--- config.mk ---
export PLATFORM = sky130hd
export DESIGN_NAME = tlpf_datapath
export DESIGN_NICKNAME = d
export VERILOG_FILES = /design/src/design/tlpf_pkg.sv /design/src/design/tlpf_datapath.sv
export SDC_FILE = /design/constraint.sdc
export NUM_CORES = 2
export LEC_CHECK = 0
export BUFFER_PORTS_ARGS = -buffer_cell sky130_fd_sc_hd__buf_4
export CAP_MARGIN = 25
export CELL_PAD_IN_SITES_DETAIL_PLACEMENT = 1
export CELL_PAD_IN_SITES_GLOBAL_PLACEMENT = 2
export CORE_MARGIN = 1.5
export CORE_UTILIZATION = 30
export CTS_CLUSTER_DIAMETER = 150
export DETAILED_ROUTE_END_ITERATION = 8
export GPL_TIMING_DRIVEN = 0
export PLACE_DENSITY_LB_ADDON = 0.08
export SLEW_MARGIN = 20
export SYNTH_ARGS = -nofsm -noshare
export SYNTH_HDL_FRONTEND = slang
export SYNTH_SLANG_ARGS = --single-unit
export TNS_END_PERCENT = 100
--- constraint.sdc ---
create_clock -name i_clk -period 11.65 [get_ports i_clk]
set_clock_uncertainty 0.1 [all_clocks]
set_input_delay 1.7475 -clock i_clk [delete_from_list [all_inputs] [get_ports i_clk]]
set_output_delay 1.7475 -clock i_clk [all_outputs]
set_load 0.01 [all_outputs]
--- src/design/tlpf_pkg.sv ---
`timescale 1ns / 1ps
`default_nettype none
// ----------------------------------------------------------------------------
// tlpf_pkg
// shared types and codes for the three-level priority fifo
// ----------------------------------------------------------------------------
package tlpf_pkg;

    // operation codes
    localparam logic [1:0] FUNC_PUSH  = 2'd0;
    localparam logic [1:0] FUNC_POP   = 2'd1;
    localparam logic [1:0] FUNC_CLEAR = 2'd2;

    // status codes
    localparam logic [1:0] ST_OK    = 2'd0;
    localparam logic [1:0] ST_EMPTY = 2'd1;
    localparam logic [1:0] ST_FULL  = 2'd2;

    // priority levels
    localparam int         LEVELS   = 3;
    localparam logic [1:0] LVL_HIGH = 2'd0;
    localparam logic [1:0] LVL_MED  = 2'd1;
    localparam logic [1:0] LVL_LOW  = 2'd2;
    localparam logic [1:0] LVL_NONE = 2'd3;

    typedef struct packed {
        logic [1:0]         func;
        logic signed [31:0] value;
        logic [1:0]         priority_req;
    } t_in_word;

    typedef struct packed {
        logic [1:0]         status;
        logic signed [31:0] out_value;
        logic [1:0]         out_priority;
        logic signed [31:0] head_value;
        logic [1:0]         head_priority;
        logic               empty_flag;
        logic [4:0]         high_count;
        logic [4:0]         medium_count;
        logic [4:0]         low_count;
        logic [5:0]         total_count;
    } t_out_word;

    // controller to datapath commands
    typedef struct packed {
        logic load;     // capture the accepted word
        logic exec;     // apply the operation, issue pop read
        logic head;     // capture popped value, issue head read
        logic resp;     // load the result register
    } t_ctl_cmd;

endpackage
`default_nettype wire

--- src/design/tlpf_datapath.sv ---
`timescale 1ns / 1ps
`default_nettype none
// ----------------------------------------------------------------------------
// tlpf_datapath
// level pointers and counts, shared entry memory, result register
// ----------------------------------------------------------------------------
module tlpf_datapath
    import tlpf_pkg::*;
#(
    parameter int DEPTH = 16
) (
    input  wire logic      i_clk,
    input  wire logic      i_rst_n,
    input  wire t_ctl_cmd  i_cmd,
    input  wire t_in_word  i_word,
    output t_out_word      o_word
);

    localparam int PW = (DEPTH > 1) ? $clog2(DEPTH) : 1;
    localparam int CW = $clog2(DEPTH + 1);
    localparam int TW = CW + 2;
    localparam int AW = $clog2(LEVELS * DEPTH);
    localparam int MD = LEVELS * DEPTH;

    logic signed [31:0] r_mem [MD];
    logic [PW-1:0]      r_rp  [LEVELS];
    logic [PW-1:0]      r_wp  [LEVELS];
    logic [CW-1:0]      r_cnt [LEVELS];

    logic [1:0]         r_func;
    logic signed [31:0] r_value;
    logic [1:0]         r_pri;
    logic [1:0]         r_status;
    logic               r_pop_ok;
    logic [1:0]         r_out_pri;
    logic signed [31:0] r_out_value;
    logic signed [31:0] r_rdata;
    t_out_word          r_out_word;

    logic [1:0]         top_lvl;
    logic               push_ok;
    logic               pop_ok;
    logic [AW-1:0]      rd_addr;
    logic [AW-1:0]      wr_addr;
    logic [PW-1:0]      wp_sel;
    logic [TW-1:0]      total;

    function automatic logic [PW-1:0] next_ptr(input logic [PW-1:0] p);
        logic [PW:0] inc;
        inc = {1'b0, p} + (PW+1)'(1);
        return (inc == (PW+1)'(DEPTH)) ? '0 : inc[PW-1:0];
    endfunction

    function automatic logic [AW-1:0] mem_addr(input logic [1:0] lvl,
                                               input logic [PW-1:0] p);
        logic [1:0] l;
        l = (lvl == LVL_NONE) ? LVL_HIGH : lvl;
        return AW'(l) * AW'(DEPTH) + AW'(p);
    endfunction

    // highest non-empty level, none when all are empty
    always_comb begin
        if (r_cnt[0] != '0) begin
            top_lvl = LVL_HIGH;
        end else if (r_cnt[1] != '0) begin
            top_lvl = LVL_MED;
        end else if (r_cnt[2] != '0) begin
            top_lvl = LVL_LOW;
        end else begin
            top_lvl = LVL_NONE;
        end
    end

    always_comb begin
        push_ok = 1'b0;
        wp_sel  = '0;
        for (int l = 0; l < LEVELS; l++) begin
            if (r_pri == 2'(l)) begin
                push_ok = (r_cnt[l] != CW'(DEPTH));
                wp_sel  = r_wp[l];
            end
        end
    end

    assign pop_ok  = (top_lvl != LVL_NONE);
    assign wr_addr = mem_addr(r_pri, wp_sel);

    always_comb begin
        rd_addr = '0;
        for (int l = 0; l < LEVELS; l++) begin
            if (top_lvl == 2'(l)) begin
                rd_addr = mem_addr(top_lvl, r_rp[l]);
            end
        end
    end

    assign total = TW'(r_cnt[0]) + TW'(r_cnt[1]) + TW'(r_cnt[2]);

    // entry memory, one write and one registered read
    always_ff @(posedge i_clk) begin
        if (i_cmd.exec && (r_func == FUNC_PUSH) && push_ok) begin
            r_mem[wr_addr] <= r_value;
        end
        if (i_cmd.exec || i_cmd.head) begin
            r_rdata <= r_mem[rd_addr];
        end
    end

    // pointers and counts
    always_ff @(posedge i_clk) begin
        if (!i_rst_n) begin
            for (int l = 0; l < LEVELS; l++) begin
                r_rp[l]  <= '0;
                r_wp[l]  <= '0;
                r_cnt[l] <= '0;
            end
        end else if (i_cmd.exec) begin
            case (r_func)
                FUNC_PUSH: begin
                    for (int l = 0; l < LEVELS; l++) begin
                        if (push_ok && (r_pri == 2'(l))) begin
                            r_wp[l]  <= next_ptr(r_wp[l]);
                            r_cnt[l] <= r_cnt[l] + CW'(1);
                        end
                    end
                end
                FUNC_POP: begin
                    for (int l = 0; l < LEVELS; l++) begin
                        if (top_lvl == 2'(l)) begin
                            r_rp[l]  <= next_ptr(r_rp[l]);
                            r_cnt[l] <= r_cnt[l] - CW'(1);
                        end
                    end
                end
                FUNC_CLEAR: begin
                    for (int l = 0; l < LEVELS; l++) begin
                        r_rp[l]  <= '0;
                        r_wp[l]  <= '0;
                        r_cnt[l] <= '0;
                    end
                end
                default: begin
                end
            endcase
        end
    end

    // operation word and result fields
    always_ff @(posedge i_clk) begin
        if (i_cmd.load) begin
            r_func  <= i_word.func;
            r_value <= i_word.value;
            r_pri   <= i_word.priority_req;
        end
        if (i_cmd.exec) begin
            r_pop_ok  <= (r_func == FUNC_POP) && pop_ok;
            r_out_pri <= ((r_func == FUNC_POP) && pop_ok) ? top_lvl : LVL_HIGH;
            case (r_func)
                FUNC_PUSH: begin
                    r_status <= push_ok ? ST_OK : ST_FULL;
                end
                FUNC_POP: begin
                    r_status <= pop_ok ? ST_OK : ST_EMPTY;
                end
                default: begin
                    r_status <= ST_OK;
                end
            endcase
        end
        if (i_cmd.head) begin
            r_out_value <= r_pop_ok ? r_rdata : 32'sd0;
        end
        if (i_cmd.resp) begin
            r_out_word.status        <= r_status;
            r_out_word.out_value     <= r_out_value;
            r_out_word.out_priority  <= r_out_pri;
            r_out_word.head_value    <= pop_ok ? r_rdata : 32'sd0;
            r_out_word.head_priority <= pop_ok ? top_lvl : LVL_HIGH;
            r_out_word.empty_flag    <= (total == '0);
            r_out_word.high_count    <= 5'(r_cnt[0]);
            r_out_word.medium_count  <= 5'(r_cnt[1]);
            r_out_word.low_count     <= 5'(r_cnt[2]);
            r_out_word.total_count   <= 6'(total);
        end
    end

    assign o_word = r_out_word;

endmodule
`default_nettype wire

==> out/results.ini <==
[status]
status = finished clean

[timing]
setup_violations = 0
rsz0062_at_grt = no
worstMarginPinSlew_ns = 1.138
clock.fmax_ghz = 0.1717
setup_tns_ns = 0
fin_crit_sh_pct = 50.00
final_max_slew_viol_count = 0
slew_headroom_pct = 23.98
hold_viol_final = 0
fin_crit_ns = 5.824

[placed_design]
dp_hpwl_um = 205900
place.gp.congestion = 0.8575
portBuffers = 133
postPlaceCellArea_sq_mm = 0.07794
numPlacedInstances = 8529

[floorplanning]
start_util_pct = 30.21
rows = 176
die_h_um = 484.4
dieArea_sq_mm = 0.2346
io_pins = 134
dieWidth_um = 484.4
core_area_sq_mm = 0.2301

[routing]
drt-met1-wl_um = 119900
viasPerCell = 5.030
first_iter_violations = 3866
route.met2.wl_um = 131600
antenna_left = 0
totalWireLength_um = 269900
wl_per_cell_um = 30.27
met3_length_um = 11900
firstDrtPassIters = 5
remaining_drc_errors = 0
vias = 44850
top_layer_used = met5

[synthesis]
synth_compound_gate_area_share_pct = 5.079
synth_common_cells = edfxtp_1 (1772), nand2_1 (1504), nand3_1 (740)
yosysUniqueCellTypes = 50
synth_simple_gate_area_share_pct = 15.27
yosysMostFrequentCell = edfxtp_1
synth_xor_area_share_pct = 0.1890
muxShareOfSynthArea_pct = 0.04319
synth.cell_area_sq_mm = 0.06952
synth_top_family_by_area = simple AND/OR/NAND/NOR gates
synth_edf_count = 1772
synth_seq_cells = 1772
synth_area_leaders = edfxtp_1 (77%), nand2_1 (8.1%), nand3_1 (5.3%)
synth.avg_cell_area_sq_um = 13.35
netlist_instances = 5208
synth_warnings = 0
synthArstFlopShare_pct = 0
synthFlopType = edfxtp_1
synth_top_cell_area_share_pct = 76.54
seq_area_frac_synth_pct = 76.54
synth_top_area_cell = edfxtp_1
synth_nets = 5280
synthAdderAreaFrac_pct = 0.6047

[cells_and_area]
final-instance-count-excl-fill = 8917
post-route-util_pct = 36.73
final_area_sq_mm = 0.08452
area_growth_syn_to_layout_pct = 21.58
nets = 5783
drive_gt1_share_pct = 14.33

[grt]
antenna_found_initial = 34
grt_util_all_layers_pct = 22.78
grt_max_degree = 93
grt_pass1_wl_um = 372800
grt_pass1_vias = 45590
grt-ovfl-total = 0

[clock_network]
cts_resized = 0
clock_path_buffers = 3
numCtsBuffers = 205
worstSkewPairLatency_ns = 0.83
clk_pin_slew_ns = 0.06
clockRootBuffer = clkbuf_16
cts_tree = done
cts_sinks = 1772
cts_setup_buffers = 0
h-tree-depth = 4
hold_buffers = 0

[power]
finalPower_mw = 16.56
p_leak_nw = 29.00
vdd_ir_drop_max_uv = 133.0
power.density_mw_per_mm2 = 195.9

[worst_setup_path]
crit_type = reg -> reg
critPathCaptureType = flip-flop
worstPathMaxFanout = 10
worstPathCellList = inv_1 > ha_1 > nor4b_4 > nand3_1 > a31o_2 > nor2_2 > buf_2 > clkbuf_1 > nand3_1 > nand4_1 > a221o_1
slowest_stage = nor2_2
required_ns = 12.14
critPathMostFrequentCell = nand3_1
cp_slowest_stage_delay_ns = 0.68
cp-start-kind = flip-flop
crit_family = simple AND/OR/NAND/NOR gates
arrival_ns = 6.31
crit_buf_inv = 3

[worst_hold_path]
hp-class = reg -> reg

[job]
cap_violations = 0

## cells in the final DEF, fill, tap and decap left out, types with 8 or more instances in the layout
cell type,Yosys,routed
clkinv_1,0,45
buf_8,0,75
a22oi_1,37,37
nor2_1,102,52
xnor2_1,8,8
inv_1,11,11
clkbuf_1,116,165
a32oi_1,65,65
and2_1,68,68
nand4_1,34,34
a21oi_1,311,311
buf_6,5,8
a31oi_1,65,64
ha_1,24,24
buf_1,13,13
nand3_1,740,739
clkinv_2,0,44
bufinv_16,0,20
buf_2,185,185
nor2_4,0,48
clkbuf_16,0,209
buf_16,0,55
a221o_1,32,32
nand2_1,1504,1504
edfxtp_1,1772,1772
buf_12,0,29
buf_4,10,143
o21ai_0,24,23
## worst reg2reg max path, cell delays in order (launching register included)
cell and delay (ns):
edfxtp_1 0.57, inv_1 0.18, ha_1 0.26, nor4b_4 0.52, nand3_1 0.22, a31o_2 0.42
nor2_2 0.70, buf_2 0.59, clkbuf_1 0.68, nand3_1 0.33, nand4_1 0.50, a221o_1 0.50
## per-layer routing
layer / GRT usage [%] / vias up
met5: 0 / -
met1: 30.87 / 23340
met3: 3.048 / 293
li1: - / 20160
met2: 38.55 / 1055
met4: 5.380 / 2
## logic make-up after synthesis
| kind of cell | Yosys count |
|---|---|
| and+or+nand+nor | 2478 |
| DFF | 1772 |
| muxes | 3 |
| xor gates and xnor gates | 15 |
| adders and majority gates | 30 |
| AOI/OAI and AO/OA | 570 |
| buffers and inverters | 340 |
## sequential cells by signal, summed over array words and instances, names as in the netlist, 12 cells and up
| name | count |
|---|---|
| r_rdata | 32 |
| r_mem | 1536 |
| r_cnt | 15 |
| r_out_value | 32 |
| r_rp | 12 |
| o_word | 92 |
| r_value | 32 |
| r_wp | 12 |
## power by group
part           internal, mW  switching, mW  leakage (nW)  total [mW]
combinational         0.711           2.08          9.59        2.79
sequential             7.25          0.127          16.2        7.38
clock                  3.72           2.68          3.21        6.39
## metrics by stage
stage	hold slack [ns]	setup WS, ns
after global routing	0.3226	5.675
after global placement	0.3043	4.218
after CTS	0.3199	5.780
after detailed placement	0.3061	5.802
final	0.3184	5.826
after floorplan	0.3003	7.144
## final cells by class
| type | instances | area (sq um) |
|---|---|---|
| sequential | 1772 | 53210 |
| antenna | 7 | 17.52 |
| clock inverter | 122 | 1140 |
| buffer | 329 | 1541 |
| multi-input combinational | 3096 | 15110 |
| fill | 23840 | 145600 |
| clock buffer | 258 | 5414 |
| timing repair buffer | 296 | 4260 |
| inverter | 11 | 41.29 |
| tap | 3026 | 3786 |
## final timing paths
path	startpoint	end	slack, ns	cells past startpoint
setup / recovery	r_cnt[0][6]$_SDFFCE_PP0P_	r_rdata[7]$_DFFE_PP_	5.83	11
hold / removal	r_out_value[16]$_SDFFCE_PN0P_	o_word[74]$_DFFE_PP_	0.32	0
setup reg to reg	r_cnt[0][6]$_SDFFCE_PP0P_	r_rdata[7]$_DFFE_PP_	5.83	11
hold reg to reg	r_out_value[16]$_SDFFCE_PN0P_	o_word[74]$_DFFE_PP_	0.32	0
Note: power is estimated with default switching activity, not from simulation.
