**src/design/tlpf_pkg.sv**
```systemverilog
`timescale 1ns / 1ps
`default_nettype none
// ----------------------------------------------------------------------------
// tlpf_pkg
// shared types and codes for the three-level priority fifo
// ----------------------------------------------------------------------------
package tlpf_pkg;

    // operation codes
    localparam logic [1:0] FUNC_PUSH  = 2'd0;
    localparam logic [1:0] FUNC_POP   = 2'd1;
    localparam logic [1:0] FUNC_CLEAR = 2'd2;

    // status codes
    localparam logic [1:0] ST_OK    = 2'd0;
    localparam logic [1:0] ST_EMPTY = 2'd1;
    localparam logic [1:0] ST_FULL  = 2'd2;

    // priority levels
    localparam int         LEVELS   = 3;
    localparam logic [1:0] LVL_HIGH = 2'd0;
    localparam logic [1:0] LVL_MED  = 2'd1;
    localparam logic [1:0] LVL_LOW  = 2'd2;
    localparam logic [1:0] LVL_NONE = 2'd3;

    typedef struct packed {
        logic [1:0]         func;
        logic signed [31:0] value;
        logic [1:0]         priority_req;
    } t_in_word;

    typedef struct packed {
        logic [1:0]         status;
        logic signed [31:0] out_value;
        logic [1:0]         out_priority;
        logic signed [31:0] head_value;
        logic [1:0]         head_priority;
        logic               empty_flag;
        logic [4:0]         high_count;
        logic [4:0]         medium_count;
        logic [4:0]         low_count;
        logic [5:0]         total_count;
    } t_out_word;

    // controller to datapath commands
    typedef struct packed {
        logic load;     // capture the accepted word
        logic exec;     // apply the operation, issue pop read
        logic head;     // capture popped value, issue head read
        logic resp;     // load the result register
    } t_ctl_cmd;

endpackage
`default_nettype wire

```
**src/design/tlpf_ctrl.sv**
```systemverilog
`timescale 1ns / 1ps
`default_nettype none
// ----------------------------------------------------------------------------
// tlpf_ctrl
// sequencer: accept, execute, head read, result hand-off
// ----------------------------------------------------------------------------
module tlpf_ctrl
    import tlpf_pkg::*;
(
    input  wire logic     i_clk,
    input  wire logic     i_rst_n,
    input  wire logic     i_in_valid,
    input  wire logic     i_out_ready,
    output logic          o_in_ready,
    output logic          o_out_valid,
    output t_ctl_cmd      o_cmd
);

    typedef enum logic [1:0] {
        S_IDLE,
        S_EXEC,
        S_HEAD,
        S_RESP
    } t_state;

    t_state r_state;
    logic   r_in_ready;
    logic   r_out_valid;
    logic   slot_free;

    assign slot_free = !r_out_valid || i_out_ready;

    always_comb begin
        o_cmd.load = (r_state == S_IDLE) && i_in_valid && r_in_ready;
        o_cmd.exec = (r_state == S_EXEC);
        o_cmd.head = (r_state == S_HEAD);
        o_cmd.resp = (r_state == S_RESP) && slot_free;
    end

    always_ff @(posedge i_clk) begin
        if (!i_rst_n) begin
            r_state     <= S_IDLE;
            r_in_ready  <= 1'b1;
            r_out_valid <= 1'b0;
        end else begin
            // the result step reloads the output itself
            if (r_out_valid && i_out_ready && (r_state != S_RESP)) begin
                r_out_valid <= 1'b0;
            end
            unique case (r_state)
                S_IDLE: begin
                    if (i_in_valid && r_in_ready) begin
                        r_state    <= S_EXEC;
                        r_in_ready <= 1'b0;
                    end
                end
                S_EXEC: begin
                    r_state <= S_HEAD;
                end
                S_HEAD: begin
                    r_state <= S_RESP;
                end
                S_RESP: begin
                    if (slot_free) begin
                        r_state     <= S_IDLE;
                        r_in_ready  <= 1'b1;
                        r_out_valid <= 1'b1;
                    end
                end
                default: begin
                    r_state <= S_IDLE;
                end
            endcase
        end
    end

    assign o_in_ready  = r_in_ready;
    assign o_out_valid = r_out_valid;

endmodule
`default_nettype wire

```
**config.mk**
```make
export PLATFORM = sky130hd
export DESIGN_NAME = tlpf_ctrl
export DESIGN_NICKNAME = d
export VERILOG_FILES = /design/src/design/tlpf_pkg.sv /design/src/design/tlpf_ctrl.sv
export SDC_FILE = /design/constraint.sdc
export NUM_CORES = 1
export LEC_CHECK = 0
export ABC_AREA = 1
export ABC_CLOCK_PERIOD_IN_PS = 1300
export BUFFER_PORTS_ARGS = -buffer_cell sky130_fd_sc_hd__clkbuf_2
export CAP_MARGIN = 30
export CORE_AREA = 2 2 39 41
export CTS_CLUSTER_SIZE = 20
export DETAILED_ROUTE_END_ITERATION = 8
export DIE_AREA = 0 0 41 43
export PLACE_DENSITY = 0.48
export SETUP_SLACK_MARGIN = 0.5
export SLEW_MARGIN = 20
export SYNTH_ARGS = -nofsm -noshare
export SYNTH_HDL_FRONTEND = slang
export SYNTH_SLANG_ARGS = --single-unit
```
**constraint.sdc**
```tcl
create_clock -name i_clk -period 1.3 [get_ports i_clk]
set_input_delay 0.065 -clock i_clk [delete_from_list [all_inputs] [get_ports i_clk]]
set_output_delay 0.065 -clock i_clk [all_outputs]
set_load 0.01 [all_outputs]
```
==> out/summary.txt, run 1 <==
switch share = 0.416
Critical Path Source Type = register
total gr overflow = 0
max-cap viol count = 0
area grow syn2layout = 79.1%
DRC violations left = 0
cell count after placement = 60
antenna-violating nets left = 0
top sig layer = met3
die extent in x = 41 um
worst skew pair latency = 0.23 ns
worst path arrival time = 1.03 ns
mapped cell area = 258 um2
kind of critical path = register to output pin
clock sink count = 4
CTS tree = built
Power Total = 0.00100 W
final setup fails = 0
syn nets = 44
Core ar. = 0.00138 mm2
syn_area_per_cell = 7.36 um2
I/O pin count = 10
root buf cell = clkbuf_4
Power Dens Cells = 2170 mW/mm2
Final Max Slew Viols = 0
Non-Filler Instances = 65
vias in the first global route = 235
antenna violations before repair = 0
WL met1 = 218 um
reg2reg end = r_state[1]
first-pass GRT wire length = 897 um
FF/Latch Area = 92.6 um2
hold endpoint = o_in_ready
CTS Buffer Depth = 2
GPL Wtd Cong = 0.657
die area = 0.00176 mm2
RR Startpoint = r_state[0]
via count = 257
row count = 14
clock buffers created by TritonCTS = 3
Ys Warns = 0
wire length on met2 = 273 um
Total Wirelength = 520 um
hold path depth = 2
relative slew slack = 0.829
number of fill cells = 145
number of cells on the worst reg-to-reg path = 7
outcome = complete, no violations
PortBufs = 9
ant diodes = 0
CTS HTree Levels = 1
peak supply drop = 0.459 mV
fin crit period = 1.10 ns
clock slew at reported path FFs = 0.04 ns
Fin. Hold Viols = 0
Yosys cell types = 9
power share of the clock group = 0.152
LEAKAGE = 0.211 nW
Layout Nets = 60
Hold Crit Start = i_rst_n
Finished Cell Area = 462 um2
Global Route Usage Sum = 0.0752
RSZ-0062 raised after global routing = yes
DR iter-0 viols = 3
Crit. End Element = output pin
vias per inst = 3.95
placed cell area = 354 um2
clock skew = 0.00550 ns
Worst R2R Setup Slack = 0.23 ns
initial cell density of the core = 0.186
Cells after Synth = 35
Multi-input gate area = 223 um2
setup TNS = 0 ns
Combinational Power Share = 0.591
P_int = 0.000584 W
routed wl met3 = 28 um
register area share after synthesis = 0.311
layout cell share with drive strength beyond 1 = 0.653
sequential power share = 0.257
critical path fanouts, max = 4
Req. time, crit path = 1.24 ns
die height = 43 um
Min-Delay Path Class = input port to register
Final Cycle Share = 0.843
Worst-Margin Slew = 0.256 ns
routed len/inst = 8.00 um
Pre-Repair DR Iteration Count = 3
Psw = 0.000416 W
flops & latches, synth = 4
fmax = 0.913 GHz
largest net degree at the start of global routing = 6
post-DP HPWL = 415 um
## power groups by stage
stage / Combinational, W / Sequential [W] / Clock, W
finish: 0.000591 / 0.000257 / 0.000152
global route: 0.000663 / 0.000267 / 0.000167
CTS: 0.000485 / 0.000259 / 0.000163
detailed placement: 0.000423 / 0.000224 / 0
global placement: 0.000430 / 0.000223 / 0
floorplan: 0.000321 / 0.000221 / 0
## cells in the mapped netlist, drive strengths merged
cell type / n / area share
dfxtp: 4 / 0.31
a21boi: 1 / 0.029
nor2: 4 / 0.058
a21oi: 3 / 0.058
nand3: 4 / 0.097
inv: 6 / 0.087
ha: 5 / 0.24
nand2: 8 / 0.12
## area by class of cell
| cell class | count | area share |
|---|---|---|
| Sequential cell | 4 | 0.201 |
| Clock buffer | 3 | 0.0488 |
| Multi-Input combinational cell | 25 | 0.482 |
| Tap cell | 16 | 0.0434 |
| Inverter | 6 | 0.0596 |
| Timing Repair Buffer | 11 | 0.165 |
## cells in the final DEF, fill, tap and decap left out, types with 3 or more instances in the layout
cell      n
nand2_1   7
clkbuf_2  6
nand3_2   3
clkbuf_4  3
dfxtp_4   3
buf_6     3
## worst max-delay path by stage
stage                 end  slack (ns)  startpoint  cells past startpoint
6_report         o_cmd[0]        0.20  r_state[1]                      4
3_3_place_gp   r_state[0]        0.27  r_state[0]                      6
3_5_place_dp   r_state[0]        0.27  r_state[0]                      6
2_1_floorplan  r_state[0]        0.35  r_state[0]                      6
4_1_cts          o_cmd[0]        0.18  r_state[1]                      4
5_1_grt          o_cmd[3]        0.16  r_state[1]                      5
## state kept, by name, summed over array words and instances (netlist names)
register / cells
o_out_valid: 1
o_in_ready: 1
r_state: 2
## metal layers
metal,vias to the layer above,track usage
li1,141,-
met1,110,0.0929
met2,6,0.106
met3,0,0.0471
met4,0,0.0200
met5,-,0
## per-stage QoR
step / hold WS [ns] / setup slack (ns) / utilization
after global routing: 0.0442 / 0.162 / 0.334
after global placement: 0.291 / 0.268 / 0.256
final: 0.0447 / 0.204 / 0.334
after detailed placement: 0.287 / 0.271 / 0.256
after CTS: 0.0383 / 0.181 / 0.305
after floorplan: 0.149 / 0.355 / -
## critical path, cell delays in order, from the launching register on
cell	delay, ns
dfxtp_4	0.37
ha_4	0.14
inv_2	0.04
a21oi_2	0.11
buf_2	0.14
## logic make-up (layout without fill, tap and decap cells)
| logic type | count (synthesis) | in the layout | synth area share |
|---|---|---|---|
| simple gates | 16 | 16 | 0.272 |
| compound gates | 4 | 4 | 0.0874 |
| buf+inv | 6 | 20 | 0.0874 |
| flops | 4 | 4 | 0.311 |
| fa+ha+maj | 5 | 5 | 0.243 |
## timing repair
| action | 4_1_cts | 5_1_grt |
|---|---|---|
| endpoints found under the setup margin | 10 | 9 |
| hold buffers | 0 | 0 |
| pin swaps | 2 | 4 |
| buffers inserted | 2 | 0 |
| gates resized for setup | 10 | 11 |
Note: power is estimated with default switching activity, not from simulation.
==> run 2: changes to the inputs <==
ABC_AREA = 0   (was 1)
ABC_CLOCK_PERIOD_IN_PS = 1000   (was 1300)
PLACE_DENSITY = 0.5   (was 0.48)
clock period = 1 ns   (was 1.3 ns; I/O delays follow)
==> out/summary.txt, run 2 <==
area grow syn2layout = 105%
syn_area_per_cell = 9.45 um2 (+28%)
RSZ-0062 raised after global routing = yes
Final Max Slew Viols = 0 (unchanged)
LEAKAGE = 0.242 nW (+14%)
Layout Nets = 61 (+1.7%)
Worst-Margin Slew = 0.161 ns (-0.0949 ns)
vias per inst = 4.27 (+8.1%)
EDFF count, synth = 0 (unchanged)
Min-Delay Path Class = input port to register
Yosys top cell area share = 0.292 (-0.0184)
PortBufs = 9 (unchanged)
layout cell share with drive strength beyond 1 = 0.760 (+0.107)
most frequent cells in the layout = buf_6 (7), buf_4 (7), nand2_1 (5), ha_4 (5), clkbuf_2 (4)
first-pass GRT wire length = 1060 um (+18%)
clock slew at reported path FFs = 0.04 ns (about the same)
ant diodes = 0 (unchanged)
largest net degree at the start of global routing = 7 (+1)
clock skew = 0.00203 ns (-0.00347 ns)
number of fill cells = 133 (-8.3%)
switch share = 0.365 (-0.0509)
final setup fails = 6 (+6)
total gr overflow = 0 (unchanged)
worst skew pair latency = 0.23 ns (about the same)
Cells after Synth = 29 (-17%)
peak supply drop = 1.10 mV (+140%)
crit-path cells = inv_4, ha_4, and3_4, buf_6
CP delay by family, top = flip-flops
Crit. End Element = output pin
GPL Wtd Cong = 0.664 (+1.1%)
critical path fanouts, max = 3 (-1)
CTS Hold Buffers Added = 0 (unchanged)
register area share after synthesis = 0.292 (-0.0184)
Ys Warns = 0 (unchanged)
Yosys cell types = 13 (+4)
Req. time, crit path = 0.95 ns (-0.29 ns)
Pre-Repair DR Iteration Count = 1 (-2)
relative slew slack = 0.893 (+0.0637)
fin worst setup slack = -0.126 ns (-0.330 ns)
Largest stage delay, worst path = 0.35 ns (-0.02 ns)
Psw = 0.000578 W (+39%)
I/O pin count = 10 (unchanged)
P_int = 0.00100 W (+72%)
CTS tree = built
Yosys top cell by area = dfxtp_1
flops & latches, synth = 4 (unchanged)
setup TNS = -0.432 ns (-0.432 ns)
Crit path buffers/inverters = 2 (unchanged)
routed len/inst = 9.98 um (+25%)
post-DP HPWL = 437 um (+5.2%)
fin crit period = 1.13 ns
die area = 0.00176 mm2 (unchanged)
die height = 43 um (unchanged)
max-cap viol count = 0 (unchanged)
antenna violations before repair = 0 (unchanged)
fmax = 0.888 GHz
Core ar. = 0.00138 mm2 (unchanged)
syn nets = 38 (-14%)
root buf cell = clkbuf_4
Fin. Hold Viols = 0 (unchanged)
clock buffers created by TritonCTS = 3 (unchanged)
via count = 282 (+9.7%)
Final Cycle Share = 1.13
CTS Buffer Depth = 2 (unchanged)
worst path arrival time = 1.08 ns (+0.05 ns)
Main synth FF type = dfxtp_1
FF/Latch Area = 90.1 um2 (-2.7%)
Largest register FFs = 2 (unchanged)
Async SR Flop Fraction = 0 (unchanged)
DRC violations left = 0 (unchanged)
Multi-input gate area = 262 um2 (+17%)
Power Total = 0.00158 W (+58%)
failing checks = setup timing
sequential power share = 0.202 (-0.055)
die extent in x = 41 um (unchanged)
Global Route Usage Sum = 0.0905 (+0.0152)
vias in the first global route = 257 (+9.4%)
Largest Register = r_state
kind of critical path = register to output pin
Power Dens Cells = 2820 mW/mm2 (+30%)
mapped cell area = 274 um2 (+6.3%)
clock sink count = 4 (unchanged)
CTS HTree Levels = 1 (unchanged)
antenna-violating nets left = 0 (unchanged)
DR iter-0 viols = 0 (-3)
Critical Path Source Type = register
Synth area leaders = dfxtp_1 (29%), ha_1 (23%), a22oi_4 (7.8%)
power share of the clock group = 0.124 (-0.028)
Combinational Power Share = 0.674 (+0.083)
outcome = complete, but fails checks
row count = 14 (unchanged)
Total Wirelength = 659 um (+27%)
initial cell density of the core = 0.198 (+0.0118)
top cell types by occurrence after synthesis = ha_1 (5), nand2_1 (5), dfxtp_1 (4), inv_1 (3)
CP max stage cell = dfxtp_4
==> run 2: cell count changes after synthesis, moves of 2 or more <==
cell / delta
nor2_1: -4
mux2i_1: +2
inv_1: -3
nand3_1: -3
o21ai_0: +2
nand2_1: -3
==> run 2: worst paths after layout <==
kind	startpoint	end	slack [ns]	depth (start not counted)
worst max-delay path	r_state[1]	o_cmd[3]	-0.13	4
worst min-delay path	i_rst_n	o_in_ready	0.11	2
worst max register to register	r_state[1]	o_in_ready	-0.05	6
worst min register to register	o_in_ready	o_in_ready	0.64	3
==> run 2: cell families (layout without fill, tap and decap cells) <==
kind of cell / count (synthesis) / in the layout / synth area share
compound gates: 6 / 6 / 0.178
fa+ha+maj: 5 / 5 / 0.228
buf+inv: 3 / 24 / 0.0411
flops: 4 / 4 / 0.292
mux: 2 / 2 / 0.0731
simple gates: 9 / 9 / 0.187
==> run 2: metrics by stage <==
step	instances	worst slack [ns]	util	hold slack [ns]	area, um2
after floorplan	29	0.0447	-	0.130	299
after global placement	57	-0.0250	0.279	0.301	387
after detailed placement	57	-0.0345	0.279	0.306	387
after CTS	65	-0.146	0.348	0.0761	482
after global routing	66	-0.169	0.406	0.126	562
final	66	-0.126	0.406	0.109	562
==> run 2: timing repair <==
item                       in CTS  in global routing
cloned                          0                  0
setup endpoints to repair      10                 10
setup buffers                   5                  1
resized for setup               9                 20
pin swaps                       3                  4
==> run 2: layout make-up <==
cell class	instances	area share
inverter	3	0.0290
tap	16	0.0356
timing repair buffer	18	0.269
clock buffer	3	0.0401
multi-input combinational	22	0.465
sequential	4	0.160
==> run 2: worst register-to-register path, stage by stage (launching register included) <==
cell	delay [ns]
dfxtp_4	0.35
inv_4	0.07
ha_4	0.15
buf_4	0.11
nand2_1	0.06
a21oi_2	0.11
o21ai_1	0.07
==> run 2: layer usage <==
| layer | GRT usage | share of wire |
|---|---|---|
| met4 | 0.0400 | 0 |
| met2 | 0.128 | 0.51 |
| met5 | 0 | 0 |
| met3 | 0.0471 | 0.076 |
| met1 | 0.110 | 0.42 |
==> run 2: power groups by stage <==
stage	Sequential [W]	Combinational, W	Clock (W)
2_1_floorplan	0.000292	0.000425	0
3_5_place_dp	0.000283	0.000643	0
6_report	0.000319	0.00107	0.000196
5_1_grt	0.000332	0.00117	0.000219
3_3_place_gp	0.000283	0.000637	0
4_1_cts	0.000278	0.000869	0.000210
==> run 3: changes to the inputs <==
SKIP_CTS_REPAIR_TIMING = 1   (was not set)
==> out/summary.txt, run 3 (same netlist as run 2, synthesis figures left out) <==
final setup fails = 7 (+1)
die extent in x = 41 um (unchanged)
Layout Nets = 57 (-6.6%)
total gr overflow = 0 (unchanged)
Worst R2R Setup Slack = -0.08 ns (-0.03 ns)
number of fill cells = 150 (+13%)
Global Route Usage Sum = 0.0754 (-0.0151)
antenna violations before repair = 0 (unchanged)
Pre-Repair DR Iteration Count = 2 (+1)
CTS HTree Levels = 1 (unchanged)
first-pass GRT wire length = 869 um (-18%)
Multi-input gate area = 218 um2 (-17%)
initial cell density of the core = 0.198 (unchanged)
clock skew = 0.00117 ns (-0.000858 ns)
fmax = 0.882 GHz (-0.76%)
Core ar. = 0.00138 mm2 (unchanged)
fin crit period = 1.13 ns (+0.00864 ns)
Min-Delay Path Class = input port to register
clock buffers created by TritonCTS = 3 (unchanged)
ant diodes = 0 (unchanged)
antenna-violating nets left = 0 (unchanged)
relative slew slack = 0.916 (+0.0235)
Fin. Hold Viols = 0 (unchanged)
largest net degree at the start of global routing = 7 (unchanged)
DR iter-0 viols = 2 (+2)
vias in the first global route = 231 (-10%)
most frequent cells in the layout = buf_6 (7), nand2_1 (5), clkbuf_2 (4)
LEAKAGE = 0.218 nW (-9.8%)
CTS tree = built
number of cells on the worst reg-to-reg path = 6 (unchanged)
CTS Buffer Depth = 2 (unchanged)
worst skew pair latency = 0.23 ns (about the same)
Non-Filler Instances = 62 (-6.1%)
Largest Register = r_state
clock slew at reported path FFs = 0.04 ns (about the same)
Critical Path Source Type = register
fin worst setup slack = -0.134 ns (-0.00864 ns)
clock sink count = 4 (unchanged)
row count = 14 (unchanged)
RSZ-0062 raised after global routing = yes
via count = 260 (-7.8%)
max-cap viol count = 0 (unchanged)
Power Dens Cells = 2850 mW/mm2 (+1.2%)
Finished Cell Area = 488 um2 (-13%)
outcome = complete, but fails checks
Final Cycle Share = 1.13 (+0.00864)
kind of critical path = register to output pin
critical path fanouts, max = 4 (+1)
placed cell area = 387 um2 (unchanged)
die area = 0.00176 mm2 (unchanged)
commonest non-fill, non-tap cell in the layout = buf_6
post-DP HPWL = 437 um (unchanged)
RR Startpoint = r_state[0]
Worst-Margin Slew = 0.122 ns (-0.0387 ns)
hold path depth = 2 (unchanged)
Crit. End Element = output pin
Largest register FFs = 2 (unchanged)
die height = 43 um (unchanged)
Total Wirelength = 628 um (-4.7%)
I/O pin count = 10 (unchanged)
peak supply drop = 0.766 mV (-30%)
cell count after placement = 57 (unchanged)
pre-CTS setup slack = -0.0345 ns (unchanged)
root buf cell = clkbuf_4
layout cell share with drive strength beyond 1 = 0.652 (-0.108)
routed len/inst = 10.1 um (+1.4%)
Final Max Slew Viols = 0 (unchanged)
Worst Setup SP = r_state[1]
Hold Crit Start = i_rst_n
Req. time, crit path = 0.95 ns (about the same)
Power Total = 0.00139 W (-12%)
DRC violations left = 0 (unchanged)
GPL Wtd Cong = 0.664 (unchanged)
worst path arrival time = 1.08 ns (about the same)
area grow syn2layout = 78.1%
failing checks = setup timing
vias per inst = 4.19 (-1.9%)
Util after Layout = 0.353 (-0.0533)
PortBufs = 9 (unchanged)
FF/Latch Area = 90.1 um2 (unchanged)
[run 3: layout make-up]
class / instances / share of cell area
Inverter: 3 / 0.0333
Timing Repair Buffer: 14 / 0.249
Clock buffer: 3 / 0.0462
Tap cell: 16 / 0.0410
Sequential cell: 4 / 0.185
Multi-Input combinational cell: 22 / 0.446
[run 3: final timing paths]
path                                   end
worst min-delay path            o_in_ready
worst min register to register  r_state[1]
worst max-delay path              o_cmd[3]
worst max register to register  o_in_ready
[run 3: routing by layer]
layer  track usage  vias up  wire [um]
li1              -      134          -
met1        0.0968      117        287
met2        0.0938        9        289
met3        0.0471        0         50
met4        0.0400        0          0
met5             0        -          0
[run 3: power breakdown]
group | internal, W | total [W] | leakage [nW] | switching, W
clock network | 0.000134 | 0.000196 | 0.0138 | 0.0000621
logic | 0.000512 | 0.000885 | 0.170 | 0.000373
registers | 0.000243 | 0.000309 | 0.0346 | 0.0000659
[run 3: through the flow]
stage | hold WS, ns | setup TNS (ns)
after floorplan | 0.130 | 0
after global placement | 0.301 | -0.0250
after detailed placement | 0.306 | -0.0417
after CTS | 0.0643 | -0.524
after global routing | 0.110 | -0.794
final | 0.0879 | -0.496
[run 3: worst max-delay path, cell delays in order (launching register included)]
cell	delay [ns]
dfxtp_4	0.36
inv_4	0.05
ha_4	0.17
and3_4	0.16
buf_6	0.11
